<file path="src/ksd_pkg.sv">
// shared types, constants and translation tables of the scancode decoder
`timescale 1ns / 1ps
package ksd_pkg;

	typedef enum logic [1:0] {
		OP_BYTE  = 2'd0,
		OP_POP   = 2'd1,
		OP_CLEAR = 2'd2,
		OP_NONE  = 2'd3
	} op_t;

	localparam logic [7:0] IGNORE_FROM = 8'hD9;
	localparam logic [7:0] EXT_PREFIX  = 8'hE0;
	localparam logic [7:0] RELEASE_BIT = 8'h80;
	localparam logic [6:0] CODE_MASK   = 7'h7F;
	localparam logic [7:0] LED_CMD     = 8'hED;
	localparam logic [6:0] EXT_UNKNOWN = 7'h59;

	localparam logic [6:0] SC_LSHIFT = 7'h2A;
	localparam logic [6:0] SC_RSHIFT = 7'h36;
	localparam logic [7:0] SC_CAPS   = 8'h3A;
	localparam logic [7:0] SC_NUM    = 8'h45;
	localparam logic [7:0] SC_SCROLL = 8'h46;

	localparam int LB_SCROLL = 0;
	localparam int LB_NUM    = 1;
	localparam int LB_CAPS   = 2;

	localparam int FQ_DEPTH = 2;
	localparam int OQ_DEPTH = 4;

	typedef struct packed {
		op_t        op;
		logic       press;
		logic       release_key;
		logic [7:0] raw;
		logic [6:0] raw_code;
		logic [6:0] ext_code;
		logic [2:0] lock_hit;
		logic [6:0] query;
	} item_t;

	typedef struct packed {
		logic [15:0] key_word;
		logic        word_valid;
		logic        not_empty;
		logic        key_is_down;
		logic        led_update;
		logic [2:0]  led_bits;
	} result_t;

	localparam logic [7:0] ROM_PLAIN [0:127] = '{
		8'h00,8'h00,8'h31,8'h32,8'h33,8'h34,8'h35,8'h36,8'h37,8'h38,8'h39,8'h30,8'h2D,8'h3D,8'h00,8'h00,
		8'h71,8'h77,8'h65,8'h72,8'h74,8'h79,8'h75,8'h69,8'h6F,8'h70,8'h5B,8'h5D,8'h00,8'h00,8'h61,8'h73,
		8'h64,8'h66,8'h67,8'h68,8'h6A,8'h6B,8'h6C,8'h3B,8'h27,8'h60,8'h00,8'h5C,8'h7A,8'h78,8'h63,8'h76,
		8'h62,8'h6E,8'h6D,8'h2C,8'h2E,8'h2F,8'h00,8'h2A,8'h00,8'h20,8'h00,8'h00,8'h00,8'h00,8'h00,8'h00,
		8'h00,8'h00,8'h00,8'h00,8'h00,8'h00,8'h00,8'h00,8'h00,8'h00,8'h2D,8'h00,8'h00,8'h00,8'h2B,8'h00,
		8'h00,8'h00,8'h00,8'h00,8'h00,8'h00,8'h00,8'h00,8'h00,8'h00,8'h00,8'h00,8'h00,8'h00,8'h00,8'h00,
		8'h00,8'h00,8'h2F,8'h00,8'h00,8'h00,8'h00,8'h00,8'h00,8'h00,8'h00,8'h00,8'h00,8'h00,8'h00,8'h00,
		8'h00,8'h00,8'h00,8'h00,8'h00,8'h00,8'h00,8'h00,8'h00,8'h00,8'h00,8'h00,8'h00,8'h00,8'h00,8'h00
	};

	localparam logic [7:0] ROM_SHIFT [0:127] = '{
		8'h00,8'h00,8'h21,8'h40,8'h23,8'h24,8'h25,8'h5E,8'h26,8'h2A,8'h28,8'h29,8'h5F,8'h2B,8'h00,8'h00,
		8'h51,8'h57,8'h45,8'h52,8'h54,8'h59,8'h55,8'h49,8'h4F,8'h50,8'h7B,8'h7D,8'h00,8'h00,8'h41,8'h53,
		8'h44,8'h46,8'h47,8'h48,8'h4A,8'h4B,8'h4C,8'h3A,8'h22,8'h7E,8'h00,8'h7C,8'h5A,8'h58,8'h43,8'h56,
		8'h42,8'h4E,8'h4D,8'h3C,8'h3E,8'h3F,8'h00,8'h2A,8'h00,8'h20,8'h2A,8'h00,8'h00,8'h00,8'h00,8'h00,
		8'h00,8'h00,8'h00,8'h00,8'h00,8'h00,8'h00,8'h00,8'h00,8'h00,8'h2D,8'h00,8'h00,8'h00,8'h2B,8'h00,
		8'h00,8'h00,8'h00,8'h00,8'h00,8'h00,8'h00,8'h00,8'h00,8'h00,8'h00,8'h00,8'h00,8'h00,8'h00,8'h00,
		8'h00,8'h00,8'h2F,8'h00,8'h00,8'h00,8'h00,8'h00,8'h00,8'h00,8'h00,8'h00,8'h00,8'h00,8'h00,8'h00,
		8'h00,8'h00,8'h00,8'h00,8'h00,8'h00,8'h00,8'h00,8'h00,8'h00,8'h00,8'h00,8'h00,8'h00,8'h00,8'h00
	};

	localparam logic [7:0] ROM_CAPS [0:127] = '{
		8'h00,8'h00,8'h31,8'h32,8'h33,8'h34,8'h35,8'h36,8'h37,8'h38,8'h39,8'h30,8'h2D,8'h3D,8'h00,8'h00,
		8'h51,8'h57,8'h45,8'h52,8'h54,8'h59,8'h55,8'h49,8'h4F,8'h50,8'h5B,8'h5D,8'h00,8'h00,8'h41,8'h53,
		8'h44,8'h46,8'h47,8'h48,8'h4A,8'h4B,8'h4C,8'h3B,8'h27,8'h60,8'h00,8'h5C,8'h5A,8'h58,8'h43,8'h56,
		8'h42,8'h4E,8'h4D,8'h2C,8'h2E,8'h2F,8'h00,8'h2A,8'h00,8'h20,8'h00,8'h00,8'h00,8'h00,8'h00,8'h00,
		8'h00,8'h00,8'h00,8'h00,8'h00,8'h00,8'h00,8'h00,8'h00,8'h00,8'h2D,8'h00,8'h00,8'h00,8'h2B,8'h00,
		8'h00,8'h00,8'h00,8'h00,8'h00,8'h00,8'h00,8'h00,8'h00,8'h00,8'h00,8'h00,8'h00,8'h00,8'h00,8'h00,
		8'h00,8'h00,8'h2F,8'h00,8'h00,8'h00,8'h00,8'h00,8'h00,8'h00,8'h00,8'h00,8'h00,8'h00,8'h00,8'h00,
		8'h00,8'h00,8'h00,8'h00,8'h00,8'h00,8'h00,8'h00,8'h00,8'h00,8'h00,8'h00,8'h00,8'h00,8'h00,8'h00
	};

	localparam logic [7:0] ROM_NUM [0:127] = '{
		8'h00,8'h00,8'h31,8'h32,8'h33,8'h34,8'h35,8'h36,8'h37,8'h38,8'h39,8'h30,8'h2D,8'h3D,8'h00,8'h00,
		8'h71,8'h77,8'h65,8'h72,8'h74,8'h79,8'h75,8'h69,8'h6F,8'h70,8'h5B,8'h5D,8'h00,8'h00,8'h61,8'h73,
		8'h64,8'h66,8'h67,8'h68,8'h6A,8'h6B,8'h6C,8'h3B,8'h27,8'h60,8'h00,8'h5C,8'h7A,8'h78,8'h63,8'h76,
		8'h62,8'h6E,8'h6D,8'h2C,8'h2E,8'h2F,8'h00,8'h2A,8'h00,8'h20,8'h00,8'h00,8'h00,8'h00,8'h00,8'h00,
		8'h00,8'h00,8'h00,8'h00,8'h00,8'h00,8'h00,8'h37,8'h38,8'h39,8'h2D,8'h34,8'h35,8'h36,8'h2B,8'h31,
		8'h32,8'h33,8'h30,8'h2E,8'h00,8'h00,8'h00,8'h00,8'h00,8'h00,8'h00,8'h00,8'h00,8'h00,8'h00,8'h00,
		8'h00,8'h00,8'h2F,8'h00,8'h00,8'h00,8'h00,8'h00,8'h00,8'h00,8'h00,8'h00,8'h00,8'h00,8'h00,8'h00,
		8'h00,8'h00,8'h00,8'h00,8'h00,8'h00,8'h00,8'h00,8'h00,8'h00,8'h00,8'h00,8'h00,8'h00,8'h00,8'h00
	};

	// extended key remap for the byte after the prefix
	function automatic logic [6:0] ext_map(input logic [6:0] c);
		logic [6:0] r;
		case (c)
			7'h1C: r = 7'h60;
			7'h1D: r = 7'h61;
			7'h35: r = 7'h62;
			7'h38: r = 7'h63;
			7'h47: r = 7'h64;
			7'h48: r = 7'h65;
			7'h49: r = 7'h66;
			7'h4B: r = 7'h67;
			7'h4D: r = 7'h68;
			7'h4F: r = 7'h69;
			7'h50: r = 7'h6A;
			7'h51: r = 7'h6B;
			7'h52: r = 7'h6C;
			7'h53: r = 7'h6D;
			default: r = EXT_UNKNOWN;
		endcase
		return r;
	endfunction

endpackage

</file>
<file path="src/ksd_ram.sv">
// generic single write port ram with registered read
`timescale 1ns / 1ps
module ksd_ram #(
	parameter int WIDTH = 16,
	parameter int DEPTH = 128
) (
	input  logic                             clk,
	input  logic                             we,
	input  logic [$clog2(DEPTH)-1:0]         waddr,
	input  logic [WIDTH-1:0]                 wdata,
	input  logic [$clog2(DEPTH)-1:0]         raddr,
	output logic [WIDTH-1:0]                 rdata
);
	logic [WIDTH-1:0] mem_q [DEPTH];

	always_ff @(posedge clk) begin
		if (we) begin
			mem_q[waddr] <= wdata;
		end
		rdata <= mem_q[raddr];
	end
endmodule

</file>
<file path="src/ksd_front.sv">
// front end: classifies incoming items and buffers them for the back end
`timescale 1ns / 1ps
module ksd_front import ksd_pkg::*; (
	input  logic       clk,
	input  logic       arst_n,
	input  logic       push,
	output logic       full,
	input  logic [1:0] op,
	input  logic [7:0] scan_byte,
	input  logic [6:0] query_index,
	output item_t      item,
	output logic       item_valid,
	input  logic       item_take
);
	item_t      cls;
	item_t      slot_q [FQ_DEPTH];
	logic       wr_ptr_q, rd_ptr_q;
	logic [1:0] cnt_q;
	logic       wr_en, rd_en;
	logic       live;

	always_comb begin
		live              = (scan_byte < IGNORE_FROM);
		cls.op            = op_t'(op);
		cls.press         = live && ((scan_byte & RELEASE_BIT) == 8'h00);
		cls.release_key   = live && ((scan_byte & RELEASE_BIT) != 8'h00);
		cls.raw           = scan_byte;
		cls.raw_code      = scan_byte[6:0] & CODE_MASK;
		cls.ext_code      = ext_map(scan_byte[6:0]);
		cls.lock_hit[LB_SCROLL] = cls.press && (scan_byte == SC_SCROLL);
		cls.lock_hit[LB_NUM]    = cls.press && (scan_byte == SC_NUM);
		cls.lock_hit[LB_CAPS]   = cls.press && (scan_byte == SC_CAPS);
		cls.query         = query_index;
	end

	assign full       = (cnt_q == 2'(FQ_DEPTH));
	assign wr_en      = push && !full;
	assign item_valid = (cnt_q != 2'd0);
	assign rd_en      = item_take && item_valid;
	assign item       = slot_q[rd_ptr_q];

	always_ff @(posedge clk) begin
		if (wr_en) begin
			slot_q[wr_ptr_q] <= cls;
		end
	end

	always_ff @(posedge clk or negedge arst_n) begin
		if (!arst_n) begin
			wr_ptr_q <= 1'b0;
			rd_ptr_q <= 1'b0;
			cnt_q    <= 2'd0;
		end else begin
			if (wr_en) wr_ptr_q <= ~wr_ptr_q;
			if (rd_en) rd_ptr_q <= ~rd_ptr_q;
			cnt_q <= cnt_q + 2'(wr_en) - 2'(rd_en);
		end
	end
endmodule

</file>
<file path="src/ksd_back.sv">
// back end: key state, word buffer, translation and result queue
`timescale 1ns / 1ps
module ksd_back import ksd_pkg::*; #(
	parameter int FIFO_DEPTH = 128
) (
	input  logic        clk,
	input  logic        arst_n,
	input  item_t       item,
	input  logic        item_valid,
	output logic        item_take,
	input  logic        pop,
	output logic        empty,
	output logic [15:0] key_word,
	output logic        word_valid,
	output logic        not_empty,
	output logic        key_is_down,
	output logic        led_update,
	output logic [2:0]  led_bits
);
	localparam int PW = $clog2(FIFO_DEPTH);
	typedef logic [PW-1:0] ptr_t;

	logic [127:0] map_q, map_n;
	ptr_t         head_q, head_n, tail_q, tail_n;
	logic [7:0]   prev_q, prev_n;
	logic [2:0]   lock_q, lock_n;
	logic [6:0]   code;
	logic [7:0]   ascii;
	logic         shift_dn, push_word, led;
	logic [15:0]  rdata;

	result_t      res_s2;
	logic         valid_s2;
	result_t      oq_q [OQ_DEPTH];
	logic [1:0]   oq_wr_q, oq_rd_q;
	logic [2:0]   oq_cnt_q;
	logic [3:0]   committed;
	logic         oq_rd;
	result_t      res_now;
	result_t      oq_in;

	function automatic ptr_t inc(input ptr_t p);
		return (p == PW'(FIFO_DEPTH - 1)) ? '0 : p + 1'b1;
	endfunction

	// count results already owed to the queue so a new item never overflows it
	assign committed = {1'b0, oq_cnt_q} + {3'b0, valid_s2};
	assign item_take = item_valid && (committed < 4'(OQ_DEPTH));

	always_comb begin
		map_n     = map_q;
		head_n    = head_q;
		tail_n    = tail_q;
		prev_n    = prev_q;
		lock_n    = lock_q;
		push_word = 1'b0;
		led       = 1'b0;
		res_now   = '0;
		code      = (prev_q == EXT_PREFIX) ? item.ext_code : item.raw_code;
		case (item.op)
			OP_BYTE: begin
				prev_n = item.raw;
				if (item.press) begin
					// typematic repeat of a lock key does not toggle
					if (prev_q != item.raw) begin
						lock_n = lock_q ^ item.lock_hit;
						led    = |item.lock_hit;
					end
					map_n[code] = 1'b1;
					prev_n      = {1'b0, code};
					push_word   = 1'b1;
					head_n      = inc(head_q);
					if (inc(head_q) == tail_q) begin
						tail_n = inc(tail_q);
					end
				end else if (item.release_key) begin
					map_n[code] = 1'b0;
				end
			end
			OP_POP: begin
				if (head_q != tail_q) begin
					res_now.word_valid = 1'b1;
					tail_n             = inc(tail_q);
				end
			end
			OP_CLEAR: begin
				map_n  = '0;
				head_n = '0;
				tail_n = '0;
				prev_n = 8'h00;
			end
			default: begin
			end
		endcase
		shift_dn = map_n[SC_LSHIFT] || map_n[SC_RSHIFT];
		if (shift_dn) ascii = ROM_SHIFT[code];
		else if (lock_n[LB_NUM]) ascii = ROM_NUM[code];
		else if (lock_n[LB_CAPS]) ascii = ROM_CAPS[code];
		else ascii = ROM_PLAIN[code];
		res_now.not_empty   = (head_n != tail_n);
		res_now.key_is_down = map_n[item.query];
		res_now.led_update  = led;
		res_now.led_bits    = lock_n;
	end

	ksd_ram #(.WIDTH(16), .DEPTH(FIFO_DEPTH)) u_word_ram (
		.clk   (clk),
		.we    (item_take && push_word),
		.waddr (head_q),
		.wdata ({1'b0, code, ascii}),
		.raddr (tail_q),
		.rdata (rdata)
	);

	always_ff @(posedge clk or negedge arst_n) begin
		if (!arst_n) begin
			map_q    <= '0;
			head_q   <= '0;
			tail_q   <= '0;
			prev_q   <= 8'h00;
			lock_q   <= 3'b000;
			valid_s2 <= 1'b0;
		end else begin
			valid_s2 <= item_take;
			if (item_take) begin
				map_q  <= map_n;
				head_q <= head_n;
				tail_q <= tail_n;
				prev_q <= prev_n;
				lock_q <= lock_n;
			end
		end
	end

	always_ff @(posedge clk) begin
		if (item_take) begin
			res_s2 <= res_now;
		end
	end

	// result queue, word read from ram joins in the cycle after execute
	assign empty = (oq_cnt_q == 3'd0);
	assign oq_rd = pop && !empty;

	always_comb begin
		oq_in          = res_s2;
		oq_in.key_word = res_s2.word_valid ? rdata : 16'h0000;
	end

	always_ff @(posedge clk) begin
		if (valid_s2) begin
			oq_q[oq_wr_q] <= oq_in;
		end
	end

	always_ff @(posedge clk or negedge arst_n) begin
		if (!arst_n) begin
			oq_wr_q  <= 2'd0;
			oq_rd_q  <= 2'd0;
			oq_cnt_q <= 3'd0;
		end else begin
			if (valid_s2) oq_wr_q <= oq_wr_q + 2'd1;
			if (oq_rd) oq_rd_q <= oq_rd_q + 2'd1;
			oq_cnt_q <= oq_cnt_q + 3'(valid_s2) - 3'(oq_rd);
		end
	end

	assign key_word    = oq_q[oq_rd_q].key_word;
	assign word_valid  = oq_q[oq_rd_q].word_valid;
	assign not_empty   = oq_q[oq_rd_q].not_empty;
	assign key_is_down = oq_q[oq_rd_q].key_is_down;
	assign led_update  = oq_q[oq_rd_q].led_update;
	assign led_bits    = oq_q[oq_rd_q].led_bits;
endmodule

</file>
<file path="src/keyboard_scancode_decoder.sv">
// top level of the scan code set 1 keyboard decoder
// a transfer in is held in the front buffer, executed into the stage register, then written to the result queue
// throughput: one item per cycle while the result queue has room, set by the state update in the back end
// the word buffer ram has registered read, the popped word joins the result in the cycle after execute
// reset: arst_n clears key map, pointers, last byte, lock bits and both queues
// buffer contents are not cleared and are never read before being written
`timescale 1ns / 1ps
module keyboard_scancode_decoder import ksd_pkg::*; #(
	parameter int FIFO_DEPTH = 128
) (
	input  logic        clk,
	input  logic        arst_n,
	input  logic        push,
	output logic        full,
	input  logic [1:0]  op,
	input  logic [7:0]  scan_byte,
	input  logic [6:0]  query_index,
	input  logic        pop,
	output logic        empty,
	output logic [15:0] key_word,
	output logic        word_valid,
	output logic        not_empty,
	output logic        key_is_down,
	output logic        led_update,
	output logic [2:0]  led_bits
);
	item_t item;
	logic  item_valid, item_take;

	ksd_front u_front (
		.clk         (clk),
		.arst_n      (arst_n),
		.push        (push),
		.full        (full),
		.op          (op),
		.scan_byte   (scan_byte),
		.query_index (query_index),
		.item        (item),
		.item_valid  (item_valid),
		.item_take   (item_take)
	);

	ksd_back #(.FIFO_DEPTH(FIFO_DEPTH)) u_back (
		.clk         (clk),
		.arst_n      (arst_n),
		.item        (item),
		.item_valid  (item_valid),
		.item_take   (item_take),
		.pop         (pop),
		.empty       (empty),
		.key_word    (key_word),
		.word_valid  (word_valid),
		.not_empty   (not_empty),
		.key_is_down (key_is_down),
		.led_update  (led_update),
		.led_bits    (led_bits)
	);

	a_take_needs_item: assert property (@(posedge clk) disable iff (!arst_n)
		item_take |-> item_valid) else $error("back end took an item that was not there");

	a_word_zero: assert property (@(posedge clk) disable iff (!arst_n)
		(!empty && !word_valid) |-> (key_word == 16'h0000))
		else $error("key word nonzero without a popped word");

	a_result_holds: assert property (@(posedge clk) disable iff (!arst_n)
		(!empty && !pop) |=> !empty) else $error("pending result vanished");
endmodule

</file>
<file path="config.mk">
export PLATFORM = sky130hd
export DESIGN_NAME = keyboard_scancode_decoder
export DESIGN_NICKNAME = d
export VERILOG_FILES = /design/src/ksd_pkg.sv /design/src/ksd_ram.sv /design/src/ksd_front.sv /design/src/ksd_back.sv /design/src/keyboard_scancode_decoder.sv
export SDC_FILE = /design/constraint.sdc
export NUM_CORES = 2
export LEC_CHECK = 0
export ABC_CLOCK_PERIOD_IN_PS = 29900
export BUFFER_PORTS_ARGS = -buffer_cell sky130_fd_sc_hd__buf_2
export CAP_MARGIN = 0
export CORE_ASPECT_RATIO = 1.25
export CORE_UTILIZATION = 35
export CTS_CLUSTER_SIZE = 40
export DETAILED_ROUTE_END_ITERATION = 6
export PLACE_DENSITY = 0.55
export SYNTH_ARGS = -nofsm -noshare
export SYNTH_HDL_FRONTEND = slang
export SYNTH_SLANG_ARGS = --single-unit
</file>
<file path="constraint.sdc">
create_clock -name clk -period 29.9 [get_ports clk]
set_clock_uncertainty 0.1 [all_clocks]
set_input_delay 5.98 -clock clk [delete_from_list [all_inputs] [get_ports clk]]
set_output_delay 5.98 -clock clk [all_outputs]
set_load 0.01 [all_outputs]
</file>
==> results.sh <==
export IMPL_worstSetupPathType="register to output port"
export IMPL_synthXorXnorAreaFrac=0.003985
export IMPL_final_common_cell="edfxtp_1"
export IMPL_wl_per_cell_um=28.23
export IMPL_cp_arrival_ps=2410
export IMPL_routedLengthMet1_mm=98.05
export IMPL_drt_pass1_iter_count=7
export IMPL_slowest_stage="dfrtp_1"
export IMPL_grt_pass1_wl_mm=355.2
export IMPL_fill_cells=22440
export IMPL_outcome="finished with violations"
export IMPL_nNetsFinal=5276
export IMPL_synth_edf_count=1939
export IMPL_worst_path_buf_inv=1
export IMPL_end_kind="output port"
export IMPL_cts_setup_buffers=0
export IMPL_drt_iter0_drc=5186
export IMPL_finalWirelength_mm=245.7
export IMPL_hold_violations=0
export IMPL_ys_types=102
export IMPL_numPortBuffers=43
export IMPL_overflow=0
export IMPL_dieArea_sq_um=253200
export IMPL_synth_compound_gate_area_share=0.08202
export IMPL_fp_coreArea_sq_um=249600
export IMPL_regArea_sq_um=62660
export IMPL_die_w_um=450.3
export IMPL_drv_slew=0
export IMPL_fin_hold_ws_ps=380.8
export IMPL_synth_simple_area_share=0.03814
export IMPL_antenna_found_initial=5
export IMPL_top_layer="met4"
export IMPL_htreeDepth=4
export IMPL_post_cts_resized=0
export IMPL_violations="DRC"
export IMPL_avgSynthCellArea_sq_um=17.10
export IMPL_detailed_place_hpwl_mm=145.1
export IMPL_hold_buffers=0
export IMPL_route_met3_wl_mm=13.35
export IMPL_synth_top_family_by_area="multiplexers"
export IMPL_synthMuxAreaShare=0.1420
export IMPL_crit_required_ps=23820
export IMPL_cts_tree="done"
export IMPL_root_buffer="clkbuf_16"
export IMPL_drive_above_1_share=0.2087
export IMPL_wl_met2_mm=123.5
export IMPL_initial_core_util=0.3523
export IMPL_finalSetupTns_ps=0
export IMPL_max_slew_margin=0.1499
export IMPL_synth_top_area_frac=0.6623
export IMPL_ant_nets=0
export IMPL_die_h_um=562.4
export IMPL_maxCapViolCount=0
export IMPL_cellLeakagePower_uw=0.03086
export IMPL_cp_top_family="flip-flops"
export IMPL_multi_input_area_sq_um=23940
export IMPL_hp_class="register to register"
export IMPL_period_minus_slack_ps=8495
export IMPL_grtUsageTotal=0.1900
export IMPL_synth_cell_area_sq_um=87920
export IMPL_slowest_delay_ps=1000
export IMPL_numClockSinks=2118
export IMPL_path_cells="mux4_2 -> buf_2"
export IMPL_ys_async_sr_fraction=0.07790
export IMPL_drc=1
export IMPL_num_vias=49380
export IMPL_most_common_layout_cells="edfxtp_1 (1939), mux4_2 (428), o21ai_0 (350), nand2_1 (297), a21oi_1 (277)"
export IMPL_synthTopCellsByArea="edfxtp_1 (66%), mux4_2 (11%), dfrtp_1 (4.7%), mux2i_1 (2.2%), o21ai_0 (2.0%)"
export IMPL_area_growth_pct=12.61
export IMPL_clock_latency_ps=880
export IMPL_ys_ff_latch=2118
export IMPL_cts_buffers=207
export IMPL_cp_max_fo=22
export IMPL_fin_util=0.3967
export IMPL_yosysWarnings=0
export IMPL_synth_adder_area_share=0.003359
export IMPL_peakVddDrop_v=0.00008040
export IMPL_powerDensity_nw_per_um2=95.07
export IMPL_max_freq_mhz=117.7
export IMPL_grt_max_degree=133
export IMPL_clkTransAtPathRegs_ps=70
export IMPL_gp_congestion=0.8849
export IMPL_ys_seq_area_frac=0.7124
export IMPL_rsz0062_at_grt="no"
export IMPL_synth_cells=5142
export IMPL_grt_pass1_vias=49410
export IMPL_routed_via_density=5.674
export IMPL_setup_viol=0
export IMPL_clockBufferDepth=4
export IMPL_worst_setup_path_start_kind="register"
export IMPL_std_cell_rows=205
export IMPL_synth_ff_type="edfxtp_1"
export IMPL_yosysTopAreaCell="edfxtp_1"
export IMPL_io_pins=46
export IMPL_tightest_slew_ps=1268
export IMPL_min_period_over_period=0.2841
-- kinds of logic after synthesis --
group / count (synthesis)
buf+inv: 384
flops: 2118
mux: 701
other cells: 1
xor+xnor: 40
simple gates: 741
compound gates: 1134
fa+ha+maj: 23
-- worst min-delay path, stage by stage (launching register included) --
cell,delay [ps]
dfrtp_1,350
nand2_1,50
nand2_1,50
-- metal layers --
| metal | track usage | vias to the layer above |
|---|---|---|
| li1 | - | 21130 |
| met1 | 0.2432 | 25870 |
| met2 | 0.3259 | 1878 |
| met3 | 0.02277 | 504 |
| met4 | 0.07917 | 0 |
| met5 | 0 | - |
-- final timing paths --
kind	from	end	slack (ps)	cells after the start
setup / recovery	u_back.oq_rd_q[1]	key_word[2]	21410	2
hold / removal	u_back.map_q[112]	u_back.map_q[112]	380	2
setup reg to reg	u_back.prev_q[1]	u_back.u_word_ram.mem_q[110][5]	21520	13
hold reg to reg	u_back.map_q[112]	u_back.map_q[112]	380	2
max in group asynchronous	arst_n	u_back.tail_q[3]	22600	3
min in group asynchronous	arst_n	u_front.cnt_q[1]	5010	1
-- power breakdown --
part,internal [uW],total (uW),leakage [uW],switching [uW]
combinational,861,2880,0.00773,2020
sequential,3890,3980,0.0200,87.9
clock,1430,2550,0.00316,1120
-- synthesized netlist by cell type, drive strengths merged, types with 8 or more instances --
cell type / count
a221oi: 61
mux4: 429
buf: 124
xor2: 13
ha: 22
a21oi: 282
nor4: 15
dfrtp: 165
a21o: 27
a22o: 9
o31ai: 12
xnor2: 27
a211oi: 79
nor2: 210
edfxtp: 1939
nand3: 53
o221ai: 62
dfxtp: 14
o21ai: 359
nor3: 50
inv: 31
o22ai: 66
a311oi: 9
a32oi: 16
a221o: 17
a22oi: 13
nor2b: 8
and2: 36
mux2: 77
a31oi: 39
clkbuf: 226
nand4: 17
mux2i: 195
nand2: 299
o211ai: 27
-- area by class of cell --
class | instances | share of cell area
Antenna cell | 2 | 0.00005055
Clock buffer | 249 | 0.05477
Clock inverter | 118 | 0.01039
Inverter | 34 | 0.001441
Multi-Input combinational cell | 2641 | 0.2418
Sequential cell | 2118 | 0.6329
Tap cell | 3312 | 0.04186
Timing Repair Buffer | 230 | 0.01680
-- registers in the layout, indices dropped and copies added (netlist names), 8 cells and up --
signal and cells:
u_back.u_word_ram.mem_q 1792, u_back.map_q 128, u_back.oq_q 84, u_front.slot_q 56
u_back.u_word_ram.rdata 14, u_back.prev_q 8
-- stage by stage --
stage / cell area (sq um) / std cells / total power, uW / worst slack (ps)
3_5_place_dp: 92550 / 8335 / 6931 / 21600
6_report: 99000 / 8704 / 9412 / 21410
5_1_grt: 99000 / 8703 / 9743 / 21130
4_1_cts: 99000 / 8702 / 9475 / 21290
2_1_floorplan: 87920 / 5143 / 5849 / 17350
3_3_place_gp: 92550 / 8335 / 6880 / 21710
Power figures use the tool's default switching activity.
